[src/design/tmcw_pkg.sv]
package tmcw_pkg;

    // Request kinds carried in req_type
    localparam logic [1:0] REQ_PRINT      = 2'd0;
    localparam logic [1:0] REQ_SET_CURSOR = 2'd1;
    localparam logic [1:0] REQ_CLEAR      = 2'd2;
    localparam logic [1:0] REQ_READ       = 2'd3;

    // Configuration register indexes
    localparam logic [7:0] REG_FG_COLOR = 8'd0;
    localparam logic [7:0] REG_BG_COLOR = 8'd1;

    // Control characters and glyphs
    localparam logic [7:0] CH_NEWLINE = 8'd10;
    localparam logic [7:0] CH_RETURN  = 8'd13;
    localparam logic [7:0] CH_TAB     = 8'd9;
    localparam logic [7:0] CH_BAR     = 8'h7c;
    localparam logic [7:0] CH_SPACE   = 8'h20;

    // Address width of the largest supported screen (256 x 64 cells)
    localparam int CELL_ADDR_W = 14;

    typedef struct packed {
        logic [1:0] req_type;
        logic [7:0] char_code;
        logic [7:0] target_col;
        logic [7:0] target_row;
    } in_item_t;

    typedef struct packed {
        logic [6:0] cursor_col;
        logic [4:0] cursor_row;
        logic [7:0] cell_char;
        logic [7:0] cell_attr;
    } out_item_t;

    // One write port and one read port of the screen memory
    typedef struct packed {
        logic                   wr_en;
        logic [CELL_ADDR_W-1:0] wr_addr;
        logic [15:0]            wr_data;
        logic                   rd_en;
        logic [CELL_ADDR_W-1:0] rd_addr;
    } ram_cmd_t;

    typedef enum logic [2:0] {
        ST_IDLE,
        ST_DECODE,
        ST_SCROLL,
        ST_CLEAR,
        ST_READ_WAIT,
        ST_DONE
    } seq_state_t;

endpackage

[src/design/tmcw_sequencer.sv]
module tmcw_sequencer #(
    parameter int SCREEN_COLS = 80,
    parameter int SCREEN_ROWS = 25,
    parameter int TAB_STEP    = 4
) (
    input  logic                aclk,
    input  logic                aresetn,
    input  logic                s_valid,
    output logic                s_ready,
    input  tmcw_pkg::in_item_t  s_data,
    input  logic [7:0]          attr,
    input  logic                out_free,
    output logic                res_load,
    output tmcw_pkg::out_item_t res,
    output tmcw_pkg::ram_cmd_t  ram_cmd,
    input  logic [15:0]         ram_rdata
);
    import tmcw_pkg::*;

    localparam int CELL_COUNT = SCREEN_COLS * SCREEN_ROWS;
    localparam int COPY_N     = SCREEN_COLS * (SCREEN_ROWS - 1);
    localparam int AW         = $clog2(CELL_COUNT);
    localparam int CNT_W      = $clog2(CELL_COUNT + 1);
    localparam int COL_W      = $clog2(SCREEN_COLS + 1);
    localparam int ROW_W      = $clog2(SCREEN_ROWS);
    localparam int SUM_W      = $clog2(SCREEN_COLS + TAB_STEP + 1);

    localparam logic [COL_W-1:0] LAST_COL = COL_W'(SCREEN_COLS - 1);
    localparam logic [COL_W-1:0] COLS_C   = COL_W'(SCREEN_COLS);
    localparam logic [ROW_W-1:0] LAST_ROW = ROW_W'(SCREEN_ROWS - 1);
    localparam logic [CNT_W-1:0] CNT_COPY = CNT_W'(COPY_N);
    localparam logic [CNT_W-1:0] CNT_END  = CNT_W'(CELL_COUNT);
    localparam logic [CNT_W-1:0] CNT_LAST = CNT_W'(CELL_COUNT - 1);
    localparam logic [CNT_W-1:0] CNT_COLS = CNT_W'(SCREEN_COLS);
    localparam logic [SUM_W-1:0] SUM_COLS = SUM_W'(SCREEN_COLS);
    localparam logic [SUM_W-1:0] SUM_TAB  = SUM_W'(TAB_STEP);
    localparam logic [AW-1:0]    AW_COLS  = AW'(SCREEN_COLS);

    seq_state_t       state_reg, state_next;
    logic [COL_W-1:0] col_reg, col_next;
    logic [ROW_W-1:0] row_reg, row_next;
    logic [CNT_W-1:0] cnt_reg, cnt_next;
    logic             resume_reg, resume_next;
    logic [1:0]       req_reg, req_next;
    logic [7:0]       ch_reg, ch_next;
    logic [COL_W-1:0] tc_reg, tc_next;
    logic [ROW_W-1:0] tr_reg, tr_next;
    logic [15:0]      cell_reg, cell_next;

    logic             is_nl, is_cr, is_tab, wrap_pend, last_row, tab_over;
    logic [SUM_W-1:0] tab_sum;
    logic [ROW_W-1:0] addr_row;
    logic [COL_W-1:0] addr_col;
    logic [AW-1:0]    cell_addr;
    logic [15:0]      blank_cell;
    seq_state_t       finish_st;
    logic [COL_W+6:0] col_ext;
    logic [ROW_W+4:0] row_ext;

    // Decode of the held item and cursor
    always_comb begin
        is_nl     = (ch_reg == CH_NEWLINE);
        is_cr     = (ch_reg == CH_RETURN);
        is_tab    = (ch_reg == CH_TAB);
        wrap_pend = (col_reg >= COLS_C);
        last_row  = (row_reg == LAST_ROW);
        tab_sum   = SUM_W'(col_reg) + SUM_TAB;
        tab_over  = (tab_sum >= SUM_COLS);
        finish_st = out_free ? ST_IDLE : ST_DONE;
        blank_cell = {attr, CH_SPACE};
    end

    // Shared cell address unit: row * cols + col
    always_comb begin
        addr_row  = (req_reg == REQ_READ) ? tr_reg : row_reg;
        addr_col  = (req_reg == REQ_READ) ? tc_reg : col_reg;
        cell_addr = AW'(addr_row) * AW_COLS + AW'(addr_col);
    end

    // Next state
    always_comb begin
        state_next = state_reg;
        unique case (state_reg)
            ST_IDLE: begin
                if (s_valid) begin
                    state_next = ST_DECODE;
                end
            end
            ST_DECODE: begin
                unique case (req_reg)
                    REQ_SET_CURSOR: state_next = finish_st;
                    REQ_CLEAR:      state_next = ST_CLEAR;
                    REQ_READ:       state_next = ST_READ_WAIT;
                    REQ_PRINT: begin
                        if (is_nl) begin
                            state_next = last_row ? ST_SCROLL : finish_st;
                        end else if (is_cr) begin
                            state_next = finish_st;
                        end else if (wrap_pend) begin
                            state_next = last_row ? ST_SCROLL : ST_DECODE;
                        end else if (is_tab && tab_over && last_row) begin
                            state_next = ST_SCROLL;
                        end else begin
                            state_next = finish_st;
                        end
                    end
                endcase
            end
            ST_SCROLL: begin
                if (cnt_reg == CNT_END) begin
                    state_next = resume_reg ? ST_DECODE : ST_DONE;
                end
            end
            ST_CLEAR: begin
                if (cnt_reg == CNT_LAST) begin
                    state_next = ST_DONE;
                end
            end
            ST_READ_WAIT: state_next = ST_DONE;
            ST_DONE: begin
                if (out_free) begin
                    state_next = ST_IDLE;
                end
            end
            default: state_next = ST_IDLE;
        endcase
    end

    // Datapath, memory commands and result
    always_comb begin
        col_next    = col_reg;
        row_next    = row_reg;
        cnt_next    = cnt_reg;
        resume_next = resume_reg;
        req_next    = req_reg;
        ch_next     = ch_reg;
        tc_next     = tc_reg;
        tr_next     = tr_reg;
        cell_next   = cell_reg;
        s_ready     = 1'b0;
        ram_cmd     = '0;

        unique case (state_reg)
            ST_IDLE: begin
                s_ready = 1'b1;
                if (s_valid) begin
                    req_next  = s_data.req_type;
                    ch_next   = s_data.char_code;
                    tc_next   = (s_data.target_col > 8'(SCREEN_COLS - 1)) ?
                                LAST_COL : COL_W'(s_data.target_col);
                    tr_next   = (s_data.target_row > 8'(SCREEN_ROWS - 1)) ?
                                LAST_ROW : ROW_W'(s_data.target_row);
                    cell_next = '0;
                end
            end
            ST_DECODE: begin
                unique case (req_reg)
                    REQ_SET_CURSOR: begin
                        col_next = tc_reg;
                        row_next = tr_reg;
                    end
                    REQ_CLEAR: cnt_next = '0;
                    REQ_READ: begin
                        ram_cmd.rd_en   = 1'b1;
                        ram_cmd.rd_addr = CELL_ADDR_W'(cell_addr);
                    end
                    REQ_PRINT: begin
                        if (is_nl) begin
                            if (last_row) begin
                                cnt_next    = '0;
                                resume_next = 1'b0;
                            end else begin
                                row_next = row_reg + ROW_W'(1);
                            end
                        end else if (is_cr) begin
                            col_next = '0;
                        end else if (wrap_pend) begin
                            // pending wrap: newline first, then revisit this item
                            col_next = '0;
                            if (last_row) begin
                                cnt_next    = '0;
                                resume_next = 1'b1;
                            end else begin
                                row_next = row_reg + ROW_W'(1);
                            end
                        end else begin
                            ram_cmd.wr_en   = 1'b1;
                            ram_cmd.wr_addr = CELL_ADDR_W'(cell_addr);
                            ram_cmd.wr_data = {attr, is_tab ? CH_BAR : ch_reg};
                            if (is_tab) begin
                                if (tab_over) begin
                                    col_next = '0;
                                    if (last_row) begin
                                        cnt_next    = '0;
                                        resume_next = 1'b0;
                                    end else begin
                                        row_next = row_reg + ROW_W'(1);
                                    end
                                end else begin
                                    col_next = COL_W'(tab_sum);
                                end
                            end else begin
                                col_next = col_reg + COL_W'(1);
                            end
                        end
                    end
                endcase
            end
            ST_SCROLL: begin
                // read cell cnt+cols, write the cell read last cycle one row up
                ram_cmd.rd_en   = (cnt_reg < CNT_COPY);
                ram_cmd.rd_addr = CELL_ADDR_W'(AW'(cnt_reg + CNT_COLS));
                ram_cmd.wr_en   = (cnt_reg != '0);
                ram_cmd.wr_addr = CELL_ADDR_W'(AW'(cnt_reg - CNT_W'(1)));
                ram_cmd.wr_data = (cnt_reg <= CNT_COPY) ? ram_rdata : blank_cell;
                cnt_next        = cnt_reg + CNT_W'(1);
            end
            ST_CLEAR: begin
                ram_cmd.wr_en   = 1'b1;
                ram_cmd.wr_addr = CELL_ADDR_W'(AW'(cnt_reg));
                ram_cmd.wr_data = blank_cell;
                cnt_next        = cnt_reg + CNT_W'(1);
            end
            ST_READ_WAIT: cell_next = ram_rdata;
            ST_DONE: ;
            default: ;
        endcase

        // result goes out whenever work ends this cycle
        res_load       = (state_reg != ST_IDLE) && (state_next == ST_IDLE);
        col_ext        = {7'd0, col_next};
        row_ext        = {5'd0, row_next};
        res.cursor_col = col_ext[6:0];
        res.cursor_row = row_ext[4:0];
        res.cell_char  = cell_next[7:0];
        res.cell_attr  = cell_next[15:8];
    end

    // Control state
    always_ff @(posedge aclk) begin
        if (!aresetn) begin
            state_reg <= ST_IDLE;
            col_reg   <= '0;
            row_reg   <= '0;
        end else begin
            state_reg <= state_next;
            col_reg   <= col_next;
            row_reg   <= row_next;
        end
    end

    // Item and sweep registers
    always_ff @(posedge aclk) begin
        cnt_reg    <= cnt_next;
        resume_reg <= resume_next;
        req_reg    <= req_next;
        ch_reg     <= ch_next;
        tc_reg     <= tc_next;
        tr_reg     <= tr_next;
        cell_reg   <= cell_next;
    end

endmodule

[config.mk]
export PLATFORM = sky130hd
export DESIGN_NAME = tmcw_sequencer
export DESIGN_NICKNAME = d
export VERILOG_FILES = /design/src/design/tmcw_pkg.sv /design/src/design/tmcw_sequencer.sv
export SDC_FILE = /design/constraint.sdc
export NUM_CORES = 1
export LEC_CHECK = 0
export ABC_AREA = 1
export BUFFER_PORTS_ARGS = -buffer_cell sky130_fd_sc_hd__buf_2
export CAP_MARGIN = 0
export CELL_PAD_IN_SITES_DETAIL_PLACEMENT = 1
export CELL_PAD_IN_SITES_GLOBAL_PLACEMENT = 1
export CORE_MARGIN = 2
export CORE_UTILIZATION = 41
export CTS_CLUSTER_SIZE = 10
export DETAILED_ROUTE_END_ITERATION = 16
export GPL_TIMING_DRIVEN = 1
export HOLD_SLACK_MARGIN = 0.02
export PLACE_DENSITY_LB_ADDON = 0.3
export REMOVE_ABC_BUFFERS = 1
export SLEW_MARGIN = 20
export SYNTH_ARGS = -nofsm -noshare
export SYNTH_HDL_FRONTEND = slang
export SYNTH_SLANG_ARGS = --single-unit
[constraint.sdc]
create_clock -name aclk -period 9.1 [get_ports aclk]
set_input_delay 0.455 -clock aclk [delete_from_list [all_inputs] [get_ports aclk]]
set_output_delay 0.455 -clock aclk [all_outputs]
set_load 0.01 [all_outputs]
=== Word-level counts from Yosys, hierarchy flattened ===
Index checks and enable logic that the tools add are counted.
W data, S select, Z words.

* $add $sub $neg: 7
* Multipliers: 1
* Divide/modulo/power cells: 0
* Magnitude comparators: 6
* Equal/unequal tests: 20
* Shift operators: 0
* Multiplexer cells: 58
* Bitwise logic cells: 0
* Reductions and logical operators: 15

{| class="wikitable"
|+ Operators by type and width
! cell !! number
|-
| $mux W31 || 4
|-
| $pmux W31 S3 || 1
|-
| $mux W11 || 6
|-
| $mux W7 || 7
|-
| $pmux W11 S2 || 2
|-
| $mux W5 || 8
|-
| $mux W3 || 11
|-
| $mux W16 || 2
|-
| $pmux W16 S2 || 1
|-
| $pmux W15 S2 || 1
|-
| $eq A8 B4 Y1 const B || 3
|-
| $eq A11 B11 Y1 const B || 2
|-
| $pmux W3 S6 || 1
|-
| $mux W15 || 1
|-
| $ge A7 B7 Y1 const B || 2
|-
| $pmux W7 S2 || 1
|-
| $pmux W3 S4 || 1
|-
| $add A11 B1 Y11 const B || 1
|-
| $add A11 B7 Y11 || 1
|-
| $add A11 B7 Y11 const B || 1
|-
| $le A11 B11 Y1 const B || 1
|-
| $lt A11 B11 Y1 const B || 1
|-
| $reduce_bool A11 Y1 || 1
|-
| $sub A11 B1 Y11 const B || 1
|-
| other kinds (29) || 46
|}

* Register bits after elaboration: 65
* Bits in latches: 0
* Bits in writable memories: 0
* Bits in read-only memories: 0
* Bits of input ports: 54
* Logic and storage cells: 117
* Memories: 0

=== Depth between registers and ports, before layout ===
* Depth after elaboration: 12
* Gate-level depth with buffers: 15

=== Worst setup path after synthesis ===
No wires, ideal clock.

* Path type: register to output
* Start: reg req_reg[1]
* End: out ram_cmd[10] (netlist bit)
* Data arrival time: 2,899 ps
* Slack: 5,746 ps
* Cell stages (with the launch flop): 12
* Path buffers: 2
* Path through: edfxtp_1 nand2_1 buf_2 clkbuf_1 o21ai_0 ha_1 ha_1 inv_1 fa_1 nor4_1 xnor2_1 o21ai_1

{| class="wikitable"
|+ RTL lines
! item !! line !! RTL
|-
| start: declaration || tmcw_sequencer.sv:44 || <nowiki>logic [1:0] req_reg, req_next;</nowiki>
|-
| start signal: assignment || tmcw_sequencer.sv:256 || <nowiki>req_reg <= req_next;</nowiki>
|-
| end: declaration || tmcw_sequencer.sv:15 || <nowiki>output tmcw_pkg::ram_cmd_t ram_cmd,</nowiki>
|}

==> results.toml <==
[drt]
num_vias = 5098
via_per_inst = 5.447
drtAntennaViolNets = 0
drc = 0
routed_wl_um = 16080
drtPass1Iterations = 4
drt_iter0_drc = 267
routedWlPerCell_um = 17.18

[floorplanning]
core-area_mm2 = 0.01142
io_pins = 130
die_y_um = 112.0
start_util = 0.4185
dieArea_mm2 = 0.01253
die_x_um = 112.0
rows = 39

[synthesis]
ys_seq_elements = 65
synth_ff_type = "edfxtp_1"
yosysSeqAreaShare = 0.3435
synth_edf_count = 34
synth_most_common_cell = "nand2_1"
synth_cell_types = 42
postSynth.asyncResetShare = 0
syn_inst = 668
synth_top_cell_area_share = 0.2137
ys_top_cells_by_count = "124 x nand2_1, 115 x inv_1, 89 x o21ai_0"
synth_area_leaders = "edfxtp_1 21%, dfxtp_1 13%, nand2_1 9.7%, o21ai_0 9.3%, inv_1 9.0%"
syn_area_per_cell_um2 = 7.153
synthesis.area_mm2 = 0.004778
synth_area_leader_cell = "edfxtp_1"
ys.warnings.count = 0

[setup_path]
cp-end-kind = "primary output"
cp_cell_sequence = "nand2_1 -> o21ai_0 -> ha_1 -> ha_1 -> inv_1 -> fa_1 -> nor4_1 -> xnor2_1 -> o21ai_1 -> buf_2"
critPathLaunchType = "flip-flop"
critPathSlowestCell = "o21ai_0"
cp_top_family = "adder cells"
slowest_delay_ns = 0.54
path_class = "flip-flop to primary output"
worstPathRequired_ns = 8.65
cp.arrival_ns = 3.63
timing.critical_path.mode_cell = "ha_1"
path_max_fanout = 20
path_buf_inv = 2

[placed_design]
hpwl_um = 12470
io_buffers = 123
gp_congestion = 0.9018
place_area_mm2 = 0.005483

[clocking]
post-cts-setup-buffer-count = 0
numCtsBuffers = 9
htree_levels = 3
cts_resized = 0
cts_hold_buf = 0
clk-insertion-delay-late_ns = 0.35
clk_path_buf_depth = 2
root_buffer = "clkbuf_16"
cts.clk_slew.worst_paths_ns = 0.05
cts_tree = "done"
cts_sinks = 65

[sta]
rsz0062_at_grt = "false"
finalWorstPathRequiredPeriod_ns = 4.086
fin_crit_sh = 0.4490
tns_ns = 0
hold_viol = 0
max_slew.worst_pin.slew_ns = 0.9000
finClkSkew_ns = 0.009859
hold_ws_ns = 0.2871
final-max-slew-violation-count = 0
timing.fmax_ghz = 0.2448
finalSetupViolations = 0
timing.slew.headroom = 0.3994

[final_layout]
fillers = 1528
largest_register_ff_count = 16
syn_to_final_growth_pct = 21.55
layout-drive-gt1-share = 0.2169
final_area_mm2 = 0.005808
num-nets-final = 864
multi_input_area_mm2 = 0.002579
register_area_mm2 = 0.001642
num_antenna_cells = 0

[grt]
antenna_found_initial = 0
grt_remaining_overflow = 0
grt_max_degree = 23
grt_usage = 0.2630
grt_pass1_vias = 5378
grt_first_pass_wirelength_um = 26440

[pwr]
leakage_nw = 2.912
power_per_cell_area_mw_per_mm2 = 194.3
max-vdd-ir-drop_mv = 0.1552

[worst_hold_path]
hold_class = "input pin to flip-flop"

[flow_run]
maxCapViolCount = 0

[outcome]
outcome = "complete, no violations"
-- stage by stage --
step,worst slack (ns),power (W),utilization,cells
detailed placement,5.363,0.0007532,0.4802,920
CTS,4.991,0.001135,0.5087,936
finish,5.014,0.001129,0.5087,936
global placement,5.512,0.0007354,0.4802,920
floorplan,5.805,0.0006131,-,653
global route,4.787,0.001193,0.5087,936
-- worst paths after layout --
check,from,slack [ns],to,cells after the start
max,req_reg[1]$_DFFE_PP_,5.01,ram_cmd[41],10
min,s_data[24],0.29,req_reg[0]$_DFFE_PP_,1
min reg2reg,cell_reg[5]$_DFF_P_,0.47,cell_reg[5]$_DFF_P_,2
max reg2reg,state_reg[0]$_SDFF_PN0_,6.74,tc_reg[5]$_SDFFCE_PN0P_,5
-- cells by family (layout without fill, tap and decap cells) --
| family | count (synthesis) | in the layout | share of synthesized area |
|---|---|---|---|
| buf+inv | 142 | 262 | 0.1207 |
| other cells | 1 | 6 | 0.0007848 |
| xor+xnor | 14 | 14 | 0.02566 |
| fa+ha+maj | 22 | 22 | 0.06075 |
| flops | 65 | 65 | 0.3435 |
| simple gates | 240 | 240 | 0.2241 |
| compound gates | 184 | 184 | 0.2244 |
-- worst register-to-register path: cells and delay by family (launching register included) --
family,cells,cell delay (ns)
buffers and inverters,2,0.89
DFF,1,0.47
and+or+nand+nor,3,0.61
-- power breakdown --
| group | internal, W | switching (W) | leakage [nW] | total [W] |
|---|---|---|---|---|
| Clock | 0.000242 | 0.000135 | 0.159 | 0.000378 |
| Sequential | 0.000361 | 0.0000394 | 0.567 | 0.000400 |
| Combinational | 0.000113 | 0.000238 | 2.19 | 0.000351 |
| Total | 0.000716 | 0.000412 | 2.91 | 0.00113 |
-- routing by layer --
metal	vias to the layer above	global-route usage	routed length [um]
met5	-	0	0
met4	0	0.08943	353
met3	29	0.05553	1022
met2	177	0.4699	8082
met1	2438	0.3141	6617
li1	2454	-	-
-- cells in the final DEF (no fill, tap or decap), drive strengths merged --
cell type,count
nor4,2
o22ai,26
clkbuf,16
dfxtp,31
ha,20
nand4,9
xnor2,3
a21oi,44
nand2,127
o31ai,1
a221oi,1
fa,2
a31oi,2
o221ai,2
or2,9
nor3,11
and3,1
a211oi,2
o211ai,6
nor2,50
o21ai,96
inv,122
nand3,31
a21boi,1
conb,6
buf,124
o32ai,3
edfxtp,34
xor2,11
-- cell type report --
cell class,count,area share
inverter,122,0.07928
multi-input combinational,466,0.4440
clock buffer,16,0.05601
sequential,65,0.2826
tap,143,0.03081
timing repair buffer,124,0.1073
(Power assumes the default switching activity.)
